## config.mk

```make
export PLATFORM = sky130hd
export DESIGN_NAME = box_stacking_max_height_unit
export DESIGN_NICKNAME = d
export VERILOG_FILES = /design/src/rtl/bsmh_pkg.sv /design/src/rtl/bsmh_front.sv /design/src/rtl/bsmh_back.sv /design/src/rtl/box_stacking_max_height_unit.sv
export SDC_FILE = /design/constraint.sdc
export NUM_CORES = 2
export LEC_CHECK = 0
export BUFFER_PORTS_ARGS = -buffer_cell sky130_fd_sc_hd__buf_2
export CAP_MARGIN = 20
export CORE_MARGIN = 4
export CORE_UTILIZATION = 50
export CTS_CLUSTER_SIZE = 30
export DETAILED_ROUTE_END_ITERATION = 12
export PLACE_DENSITY = 0.67
export SLEW_MARGIN = 10
export SYNTH_ARGS = -nofsm -noshare
export SYNTH_HDL_FRONTEND = slang
export SYNTH_SLANG_ARGS = --single-unit
```

## constraint.sdc

```tcl
create_clock -name i_clk -period 8.5 [get_ports i_clk]
set_input_delay 0.85 -clock i_clk [delete_from_list [all_inputs] [get_ports i_clk]]
set_output_delay 0.85 -clock i_clk [all_outputs]
set_load 0.005 [all_outputs]
```

## src/rtl/bsmh_pkg.sv

```systemverilog
// Shared constants and types for the box stacking height unit.
package bsmh_pkg;
    localparam int MaxBoxes  = 64;
    localparam int DimWidth  = 10;
    localparam int IdxW      = $clog2(MaxBoxes);
    localparam int CntW      = $clog2(MaxBoxes + 1);
    localparam int HeightW   = 16;
    localparam int BoxW      = 3 * DimWidth;
    localparam int SumW      = DimWidth + 2;
    localparam int QDepth    = 4;
    localparam int QPtrW     = $clog2(QDepth);

    // One word passed from the front end to the solver.
    typedef struct packed {
        logic [BoxW-1:0] box;
        logic            last;
        logic            drop;
    } t_qword;

    typedef logic [HeightW-1:0] t_height;
endpackage

```

## src/rtl/bsmh_front.sv

```systemverilog
// Front end: sorts the three dimensions of each box and queues the box.
module bsmh_front (
    input  logic                         i_clk,
    input  logic                         i_rst_n,
    input  logic                         i_valid,
    output logic                         o_ready,
    input  logic [bsmh_pkg::DimWidth-1:0] i_dim_a,
    input  logic [bsmh_pkg::DimWidth-1:0] i_dim_b,
    input  logic [bsmh_pkg::DimWidth-1:0] i_dim_c,
    input  logic                         i_last_box,
    output logic                         o_q_valid,
    input  logic                         i_q_pop,
    output bsmh_pkg::t_qword             o_q_word
);
    localparam int Dw = bsmh_pkg::DimWidth;

    bsmh_pkg::t_qword r_mem [bsmh_pkg::QDepth];
    logic [bsmh_pkg::QPtrW-1:0] r_wp, r_rp;
    logic [bsmh_pkg::QPtrW:0]   r_cnt;
    logic [bsmh_pkg::CntW-1:0]  r_count;
    logic [Dw-1:0] s0a, s0b, s1b, s1c, s2a, s2b;
    logic          push, pop;
    bsmh_pkg::t_qword w;

    // three compare-exchange steps
    always_comb begin
        s0a = (i_dim_a > i_dim_b) ? i_dim_b : i_dim_a;
        s0b = (i_dim_a > i_dim_b) ? i_dim_a : i_dim_b;
        s1b = (s0b > i_dim_c) ? i_dim_c : s0b;
        s1c = (s0b > i_dim_c) ? s0b : i_dim_c;
        s2a = (s0a > s1b) ? s1b : s0a;
        s2b = (s0a > s1b) ? s0a : s1b;
        w.box  = {s1c, s2b, s2a};
        w.last = i_last_box;
        w.drop = (r_count == bsmh_pkg::CntW'(bsmh_pkg::MaxBoxes));
    end

    assign o_ready   = (r_cnt != (bsmh_pkg::QPtrW+1)'(bsmh_pkg::QDepth));
    assign push      = i_valid && o_ready;
    assign o_q_valid = (r_cnt != '0);
    assign pop       = i_q_pop && o_q_valid;
    assign o_q_word  = r_mem[r_rp];

    always_ff @(posedge i_clk) begin
        if (push) begin
            r_mem[r_wp] <= w;
        end
    end

    // queue pointers and per-set box count
    always_ff @(posedge i_clk) begin
        if (!i_rst_n) begin
            r_wp <= '0; r_rp <= '0; r_cnt <= '0; r_count <= '0;
        end else begin
            if (push) begin
                r_wp <= r_wp + 1'b1;
                if (i_last_box) begin
                    r_count <= '0;
                end else if (!w.drop) begin
                    r_count <= r_count + 1'b1;
                end
            end
            if (pop) begin
                r_rp <= r_rp + 1'b1;
            end
            r_cnt <= r_cnt + (bsmh_pkg::QPtrW+1)'(push) - (bsmh_pkg::QPtrW+1)'(pop);
        end
    end
endmodule

```

## src/rtl/bsmh_back.sv

```systemverilog
// Back end: stores boxes, then runs the chain-height program per set.
module bsmh_back (
    input  logic                  i_clk,
    input  logic                  i_rst_n,
    input  logic                  i_q_valid,
    output logic                  o_q_pop,
    input  bsmh_pkg::t_qword      i_q_word,
    output logic                  o_valid,
    input  logic                  i_ready,
    output logic [bsmh_pkg::HeightW-1:0] o_max_height,
    output logic                  o_overflow
);
    localparam int Iw = bsmh_pkg::IdxW;
    localparam int Cw = bsmh_pkg::CntW;
    localparam int Dw = bsmh_pkg::DimWidth;
    localparam int Hw = bsmh_pkg::HeightW;

    typedef enum logic [4:0] {
        ST_LOAD  = 5'b00001,
        ST_PICK  = 5'b00010,
        ST_SCAN  = 5'b00100,
        ST_WRITE = 5'b01000,
        ST_OUT   = 5'b10000
    } t_state;

    t_state r_state;
    logic [bsmh_pkg::BoxW-1:0] r_box [bsmh_pkg::MaxBoxes];
    logic [Hw-1:0]             r_h   [bsmh_pkg::MaxBoxes];
    logic [bsmh_pkg::MaxBoxes-1:0] r_done;
    logic [Cw-1:0] r_count, r_j, r_left;
    logic [Iw-1:0] r_i, r_pi;
    logic [bsmh_pkg::SumW-1:0] r_bsum;
    logic          r_ovf;
    logic [bsmh_pkg::BoxW-1:0] r_cur, r_rb;
    logic [Hw-1:0] r_below, r_best, r_rh;
    logic          r_rdv, r_rdone;
    logic [Hw:0]   sum_h;
    logic [bsmh_pkg::SumW-1:0] jsum;
    logic [Dw-1:0] cu0, cu1, cu2, rb0, rb1, rb2;

    assign o_q_pop = (r_state == ST_LOAD) && i_q_valid;
    assign {cu2, cu1, cu0} = r_cur;
    assign {rb2, rb1, rb0} = r_rb;
    assign jsum = bsmh_pkg::SumW'(rb0) + bsmh_pkg::SumW'(rb1) + bsmh_pkg::SumW'(rb2);
    assign sum_h = (Hw+1)'(r_below) + (Hw+1)'(cu2);
    assign o_valid = (r_state == ST_OUT);
    assign o_max_height = r_best;

    // store writes and registered store reads
    always_ff @(posedge i_clk) begin
        if (o_q_pop && !i_q_word.drop) begin
            r_box[r_count[Iw-1:0]] <= i_q_word.box;
        end
        if (r_state == ST_WRITE) begin
            r_h[r_i] <= r_below;
        end
        r_rb  <= r_box[r_j[Iw-1:0]];
        r_rh  <= r_h[r_j[Iw-1:0]];
        r_rdone <= r_done[r_j[Iw-1:0]];
    end

    // sequencer: pick unfinished box with smallest (sum, index), scan all done boxes
    always_ff @(posedge i_clk) begin
        if (!i_rst_n) begin
            r_state <= ST_LOAD; r_count <= '0; r_ovf <= 1'b0; r_done <= '0;
            r_j <= '0; r_rdv <= 1'b0; r_left <= '0; r_best <= '0; o_overflow <= 1'b0;
        end else begin
            case (r_state)
                ST_LOAD: begin
                    if (o_q_pop) begin
                        if (i_q_word.drop) begin
                            r_ovf <= 1'b1;
                        end
                        if (i_q_word.last) begin
                            r_left  <= r_count + Cw'(!i_q_word.drop);
                            r_count <= r_count + Cw'(!i_q_word.drop);
                            o_overflow <= r_ovf | i_q_word.drop;
                            r_best  <= '0;
                            r_done  <= '0;
                            r_j <= '0; r_rdv <= 1'b0;
                            r_bsum <= '1;
                            r_state <= (r_count + Cw'(!i_q_word.drop) == '0) ? ST_OUT : ST_PICK;
                        end else if (!i_q_word.drop) begin
                            r_count <= r_count + 1'b1;
                        end
                    end
                end
                ST_PICK: begin
                    // pipelined scan: address r_j, data next cycle at r_pi
                    r_rdv <= (r_j < r_count);
                    r_pi  <= r_j[Iw-1:0];
                    if (r_j < r_count) r_j <= r_j + 1'b1;
                    if (r_rdv && !r_rdone && (jsum < r_bsum || (r_bsum == '1 && jsum == '1
                        && r_bsum == jsum && 1'b0))) begin
                        r_bsum <= jsum; r_i <= r_pi; r_cur <= r_rb;
                    end else if (r_rdv && !r_rdone && r_bsum == '1 && jsum == '1) begin
                        r_bsum <= jsum; r_i <= r_pi; r_cur <= r_rb;
                    end
                    if (!r_rdv && r_j == r_count) begin
                        r_j <= '0; r_below <= '0; r_state <= ST_SCAN;
                    end
                end
                ST_SCAN: begin
                    r_rdv <= (r_j < r_count);
                    if (r_j < r_count) r_j <= r_j + 1'b1;
                    if (r_rdv && r_rdone && rb0 <= cu0 && rb1 <= cu1 && rb2 <= cu2
                        && r_rh > r_below) begin
                        r_below <= r_rh;
                    end
                    if (!r_rdv && r_j == r_count) begin
                        r_below <= sum_h[Hw] ? '1 : sum_h[Hw-1:0];
                        r_state <= ST_WRITE;
                    end
                end
                ST_WRITE: begin
                    r_done[r_i] <= 1'b1;
                    if (r_below > r_best) r_best <= r_below;
                    r_left <= r_left - 1'b1;
                    r_j <= '0; r_rdv <= 1'b0; r_bsum <= '1;
                    r_state <= (r_left == Cw'(1)) ? ST_OUT : ST_PICK;
                end
                ST_OUT: begin
                    if (i_ready) begin
                        r_count <= '0; r_ovf <= 1'b0; r_state <= ST_LOAD;
                    end
                end
                default: r_state <= ST_LOAD;
            endcase
        end
    end
endmodule

```

## src/rtl/box_stacking_max_height_unit.sv

```systemverilog
// Top level of the box stacking height unit.
// Loading: boxes load at one per cycle while the solver waits in its load state;
// with n stored boxes the solver then makes two passes over the store plus a write
// per box, then offers the result.
// Throughput: one set at a time; meanwhile the front queue takes up to four boxes.
// Reset: synchronous active-low i_rst_n clears control state; stores need none.
module box_stacking_max_height_unit (
    input  logic        i_clk,
    input  logic        i_rst_n,
    input  logic        i_valid,
    output logic        o_ready,
    input  logic [bsmh_pkg::DimWidth-1:0] i_dim_a,
    input  logic [bsmh_pkg::DimWidth-1:0] i_dim_b,
    input  logic [bsmh_pkg::DimWidth-1:0] i_dim_c,
    input  logic        i_last_box,
    output logic        o_valid,
    input  logic        i_ready,
    output logic [bsmh_pkg::HeightW-1:0] o_max_height,
    output logic        o_overflow
);
    logic q_valid, q_pop;
    bsmh_pkg::t_qword q_word;

    bsmh_front u_front (
        .i_clk, .i_rst_n, .i_valid, .o_ready, .i_dim_a, .i_dim_b, .i_dim_c,
        .i_last_box, .o_q_valid(q_valid), .i_q_pop(q_pop), .o_q_word(q_word)
    );

    bsmh_back u_back (
        .i_clk, .i_rst_n, .i_q_valid(q_valid), .o_q_pop(q_pop), .i_q_word(q_word),
        .o_valid, .i_ready, .o_max_height, .o_overflow
    );

    // a pop only happens with a word present
    a_pop_valid: assert property (@(posedge i_clk) disable iff (!i_rst_n)
        q_pop |-> q_valid) else $error("pop from empty queue");
    // the solver takes no word while a result waits
    a_no_pop_out: assert property (@(posedge i_clk) disable iff (!i_rst_n)
        o_valid |-> !q_pop) else $error("pop while result pending");
    // result holds while stalled
    a_hold: assert property (@(posedge i_clk) disable iff (!i_rst_n)
        o_valid && !i_ready |=> o_valid && $stable(o_max_height))
        else $error("result changed while stalled");
endmodule

```

==> flow_summary_export.csv <==
group,metric,value,unit
worst_setup_path,endpoint_kind,"flop",
worst_setup_path,regToRegSetupSlack,3.43,ns
clocking,cts_tree,"done",
logic_synthesis,ys_types,70,
global_routing,grt_pass1_wl,465000,um
worst_setup_path,worstPathRequired,9.17,ns
logic_synthesis,synth_nets,6342,
power,p_sw,0.0123,W
global_routing,antenna_found_initial,13,
logic_synthesis,synth.largest_area_cell,"edfxtp_1",
logic_synthesis,syn-cell-area,131000,sq um
floorplan,die_h,519,um
drt,drt-pass1-iter-count,5,
power,peakVddDrop,0.252,mV
min_path,worstHoldPathType,"in -> reg",
worst_setup_path,worstSetupPathType,"in -> reg",
timing,max_slew.worst_pin.slew,1.15,ns
worst_setup_path,crit_chain,"buf_2 -> inv_1 -> ha_1 -> a21o_1 -> a21oi_1 -> o311ai_0 -> o21ai_2 -> buf_4 -> mux2_2 -> ha_1 -> and3_1 -> and3_1 -> a211oi_4 -> buf_4 -> o21ai_0 -> ha_1 -> nand3_1 -> o311ai_0 -> o21ai_1 -> buf_4 -> or3b_2 -> a21o_1 -> o221a_2",
global_routing,grt_use_total,23.7,%
clocking,hold_buffers,0,
power,p_leak,45.5,nW
outcome,status,"finished, final reports clean",
clocking,htreeDepth,5,
run,drv_cap,0,
logic_synthesis,syn_inst,6149,
drt,drt.antenna.violating_nets,0,
timing,rsz0062_at_grt,"false",
worst_setup_path,slowest_delay,0.67,ns
placed_design,dpl.hpwl,180000,um
worst_setup_path,crit_arrival,7.10,ns
logic_synthesis,ys_warn_count,0,
logic_synthesis,synth_edf_count,3142,
timing,period_share,75.6,%
timing,skew,0.115,ns
cells_and_area,final_cell_mix,"edfxtp_1, mux4_2, clkbuf_16",
power,sw_frac_of_total,27.7,%
worst_setup_path,worstRegToRegCells,18,
timing,finalSetupTns,0,ns
global_routing,overflow,0,
placed_design,dp.cells,9638,
clocking,clk-insertion-delay-late,0.98,ns
timing,fin_hold_ws,0.244,ns
floorplan,start_util,50.3,%
worst_setup_path,startpoint,"i_dim_b[8]",
worst_setup_path,r2r-start,"u_back.r_rb[0]",
cells_and_area,fillCellCount,18823,
drt,wl_met1,126000,um
worst_setup_path,start_kind,"input port",
timing,max_slew_margin,22.9,%
drt,routed_wl,320000,um
logic_synthesis,synth_seq_cells,3314,
timing,drv_slew,0,
timing,hold_viol_final,0,
logic_synthesis,synth_ff_type,"edfxtp_1",
worst_setup_path,timing.rr.end,"u_back.r_cur[7]",
power,combPwrFrac,22.5,%
clocking,cts_buffer_depth,4,
placed_design,port_buffers,53,
floorplan,coreArea,260000,sq um
logic_synthesis,synth.area.top_cells,"edfxtp_1, mux4_2, dfxtp_1",
timing,fin_crit,6.43,ns
clocking,numCtsBuffers,348,
drt,first_iter_violations,7642,
power,pwr-share-clk,32.2,%
floorplan,dieArea,270000,sq um
power,p_int,0.0322,W
cells_and_area,post-route-util,56.7,%
cells_and_area,drive_above_1_share,27.6,%
clocking,root_buffer,"clkbuf_16",
worst_setup_path,cp_max_fo,24,
power,p_per_area,302,nW/um^2
cells_and_area,fin_cells,10251,
logic_synthesis,synth_area_per_cell,21.3,sq um
clocking,ctsResizeCount,0,
global_routing,grt_max_degree,137,
worst_setup_path,crit_end,"u_front.r_mem[1][8]",
worst_setup_path,cp.buffers_inverters,5,
worst_setup_path,crit_slowest_cell,"a211oi_4",
logic_synthesis,synth_top_area_share,72.2,%
logic_synthesis,yosysSeqAreaShare,74.8,%
drt,wl_per_cell,31.2,um
clocking,postCtsSetupBuffers,0,
drt,viasPerCell,6.25,
drt,dr_wl_met3,25100,um
drt,routed.top_layer,"met4",
placed_design,gp_congestion,0.849,
cells_and_area,mostFrequentLayoutCell,"edfxtp_1",
power,seqPwrFrac,45.3,%
floorplan,ioPinCount,54,
cells_and_area,nets,6690,
logic_synthesis,async_reset_ff_share,0,%
floorplan,fp-row-count,187,
cells_and_area,syn2layout_area_growth,12.7,%
timing,setup_viol,0,
drt,num_vias,64059,
global_routing,grt_pass1_vias,64815,
worst_setup_path,cp.depth,23,
clocking,clock_sinks,3314,
worst_setup_path,critPathTopFamily,"compound AO/OA/AOI/OAI gates",
timing,max_freq,0.156,GHz
drt,dr_wl_met2,158000,um
floorplan,die_x,519,um
clocking,clkTransAtPathRegs,0.06,ns
drt,drc,0,
-- power by group through the flow --
stage               clock, W  sequential [W]  combinational (W)
global placement           0          0.0205            0.00986
detailed placement         0          0.0205             0.0101
floorplan                  0          0.0203            0.00691
finish                0.0143          0.0202             0.0100
global route          0.0152          0.0202             0.0109
CTS                   0.0145          0.0202             0.0101
-- layer usage --
| layer | vias to the layer above | GRT usage [%] |
|---|---|---|
| met1 | 34293 | 33.1 |
| met2 | 2898 | 38.6 |
| met4 | 0 | 7.63 |
| met3 | 558 | 3.91 |
| li1 | 26310 | - |
| met5 | - | 0 |
-- worst min path at each step --
stage                         from                  end  slack [ns]  cells past startpoint
global route            i_last_box  u_front.r_mem[3][1]        0.20                      1
CTS                     i_last_box  u_front.r_mem[2][1]        0.16                      1
global placement    u_back.r_pi[3]        u_back.r_i[3]        0.40                      0
detailed placement  u_back.r_pi[5]        u_back.r_i[5]        0.41                      0
floorplan           u_back.r_pi[0]        u_back.r_i[0]        0.40                      0
finish                  i_last_box  u_front.r_mem[2][1]        0.24                      1
-- cell families (layout without fill, tap and decap cells) --
group                      after synthesis  after routing  synth area share, %
AOI/OAI and AO/OA                      518            518                 2.56
xor gates and xnor gates                43             43                0.288
adders and majority gates              158            158                 1.54
buffers and inverters                  453           1053                 1.44
DFF                                   3314           3314                 74.8
muxes                                 1037           1037                 17.1
other                                    0              6                    0
and+or+nand+nor                        626            626                 2.24
-- sequential cells by signal (all words and copies together), names as in the netlist, 12 cells and up, named ones only --
signal and flops:
u_back.r_h 1024, u_back.r_rb 30, u_back.r_rh 16, u_back.r_box 1920, u_back.r_cur 30, u_back.r_bsum 12
u_back.r_below 16, u_back.r_done 64, u_front.r_mem 128, u_back.o_max_height 16
-- cell type report --
| type | count | area [sq um] | area share, % |
|---|---|---|---|
| sequential | 3314 | 97800 | 66.4 |
| multi-input combinational | 2382 | 31500 | 21.4 |
| clock buffer | 441 | 9260 | 6.29 |
| tap | 3496 | 4370 | 2.97 |
| timing repair buffer | 309 | 2400 | 1.63 |
| clock inverter | 161 | 1350 | 0.918 |
| inverter | 142 | 533 | 0.362 |
| antenna | 6 | 15.0 | 0.0102 |
-- synthesized netlist by cell type, types with 4 or more instances --
library cell  instances
xnor2_1              25
o21ai_0              80
dfxtp_1             172
buf_1                29
nand3_1              41
mux2_2               11
ha_1                154
nor4_1                8
nand3b_1              8
nand2b_1             18
and2_1                5
fa_1                  4
or3_1                 9
xor2_1               18
buf_4                 9
a221oi_1              4
inv_1               140
a211oi_1             75
a22oi_1               4
buf_2               106
edfxtp_1           3142
nand4_1              22
o21a_1               19
a2111oi_0             5
o221a_2              22
a21o_1               27
a21oi_1             208
a31oi_1               6
and3b_1               5
mux4_2              956
and3_1               14
nand2_1             103
o211ai_1             11
a22o_1               16
clkbuf_1            165
mux2i_1              70
nor2b_1              72
o21bai_1              5
nor3_1               21
nor2_1              281
nor2_2                5
nor3b_1               4
-- metrics by stage --
step                setup WS [ns]  area, sq um  total power, W
finish                       2.07       147000          0.0445
detailed placement           1.11       137000          0.0306
CTS                          2.09       147000          0.0448
global route                 1.56       147000          0.0463
global placement             1.04       137000          0.0303
floorplan                    1.84       131000          0.0272
-- worst reg2reg max path: cells and delay by family, from the launching register on --
family	cells	cell delay (ns)
AO/OA/AOI/OAI	8	1.66
adder cells (fa/ha/maj)	4	0.96
buffers and inverters	1	0.05
AND/OR/NAND/NOR	5	1.64
flip-flops	1	0.35
Note: power is estimated with default switching activity, not from simulation.
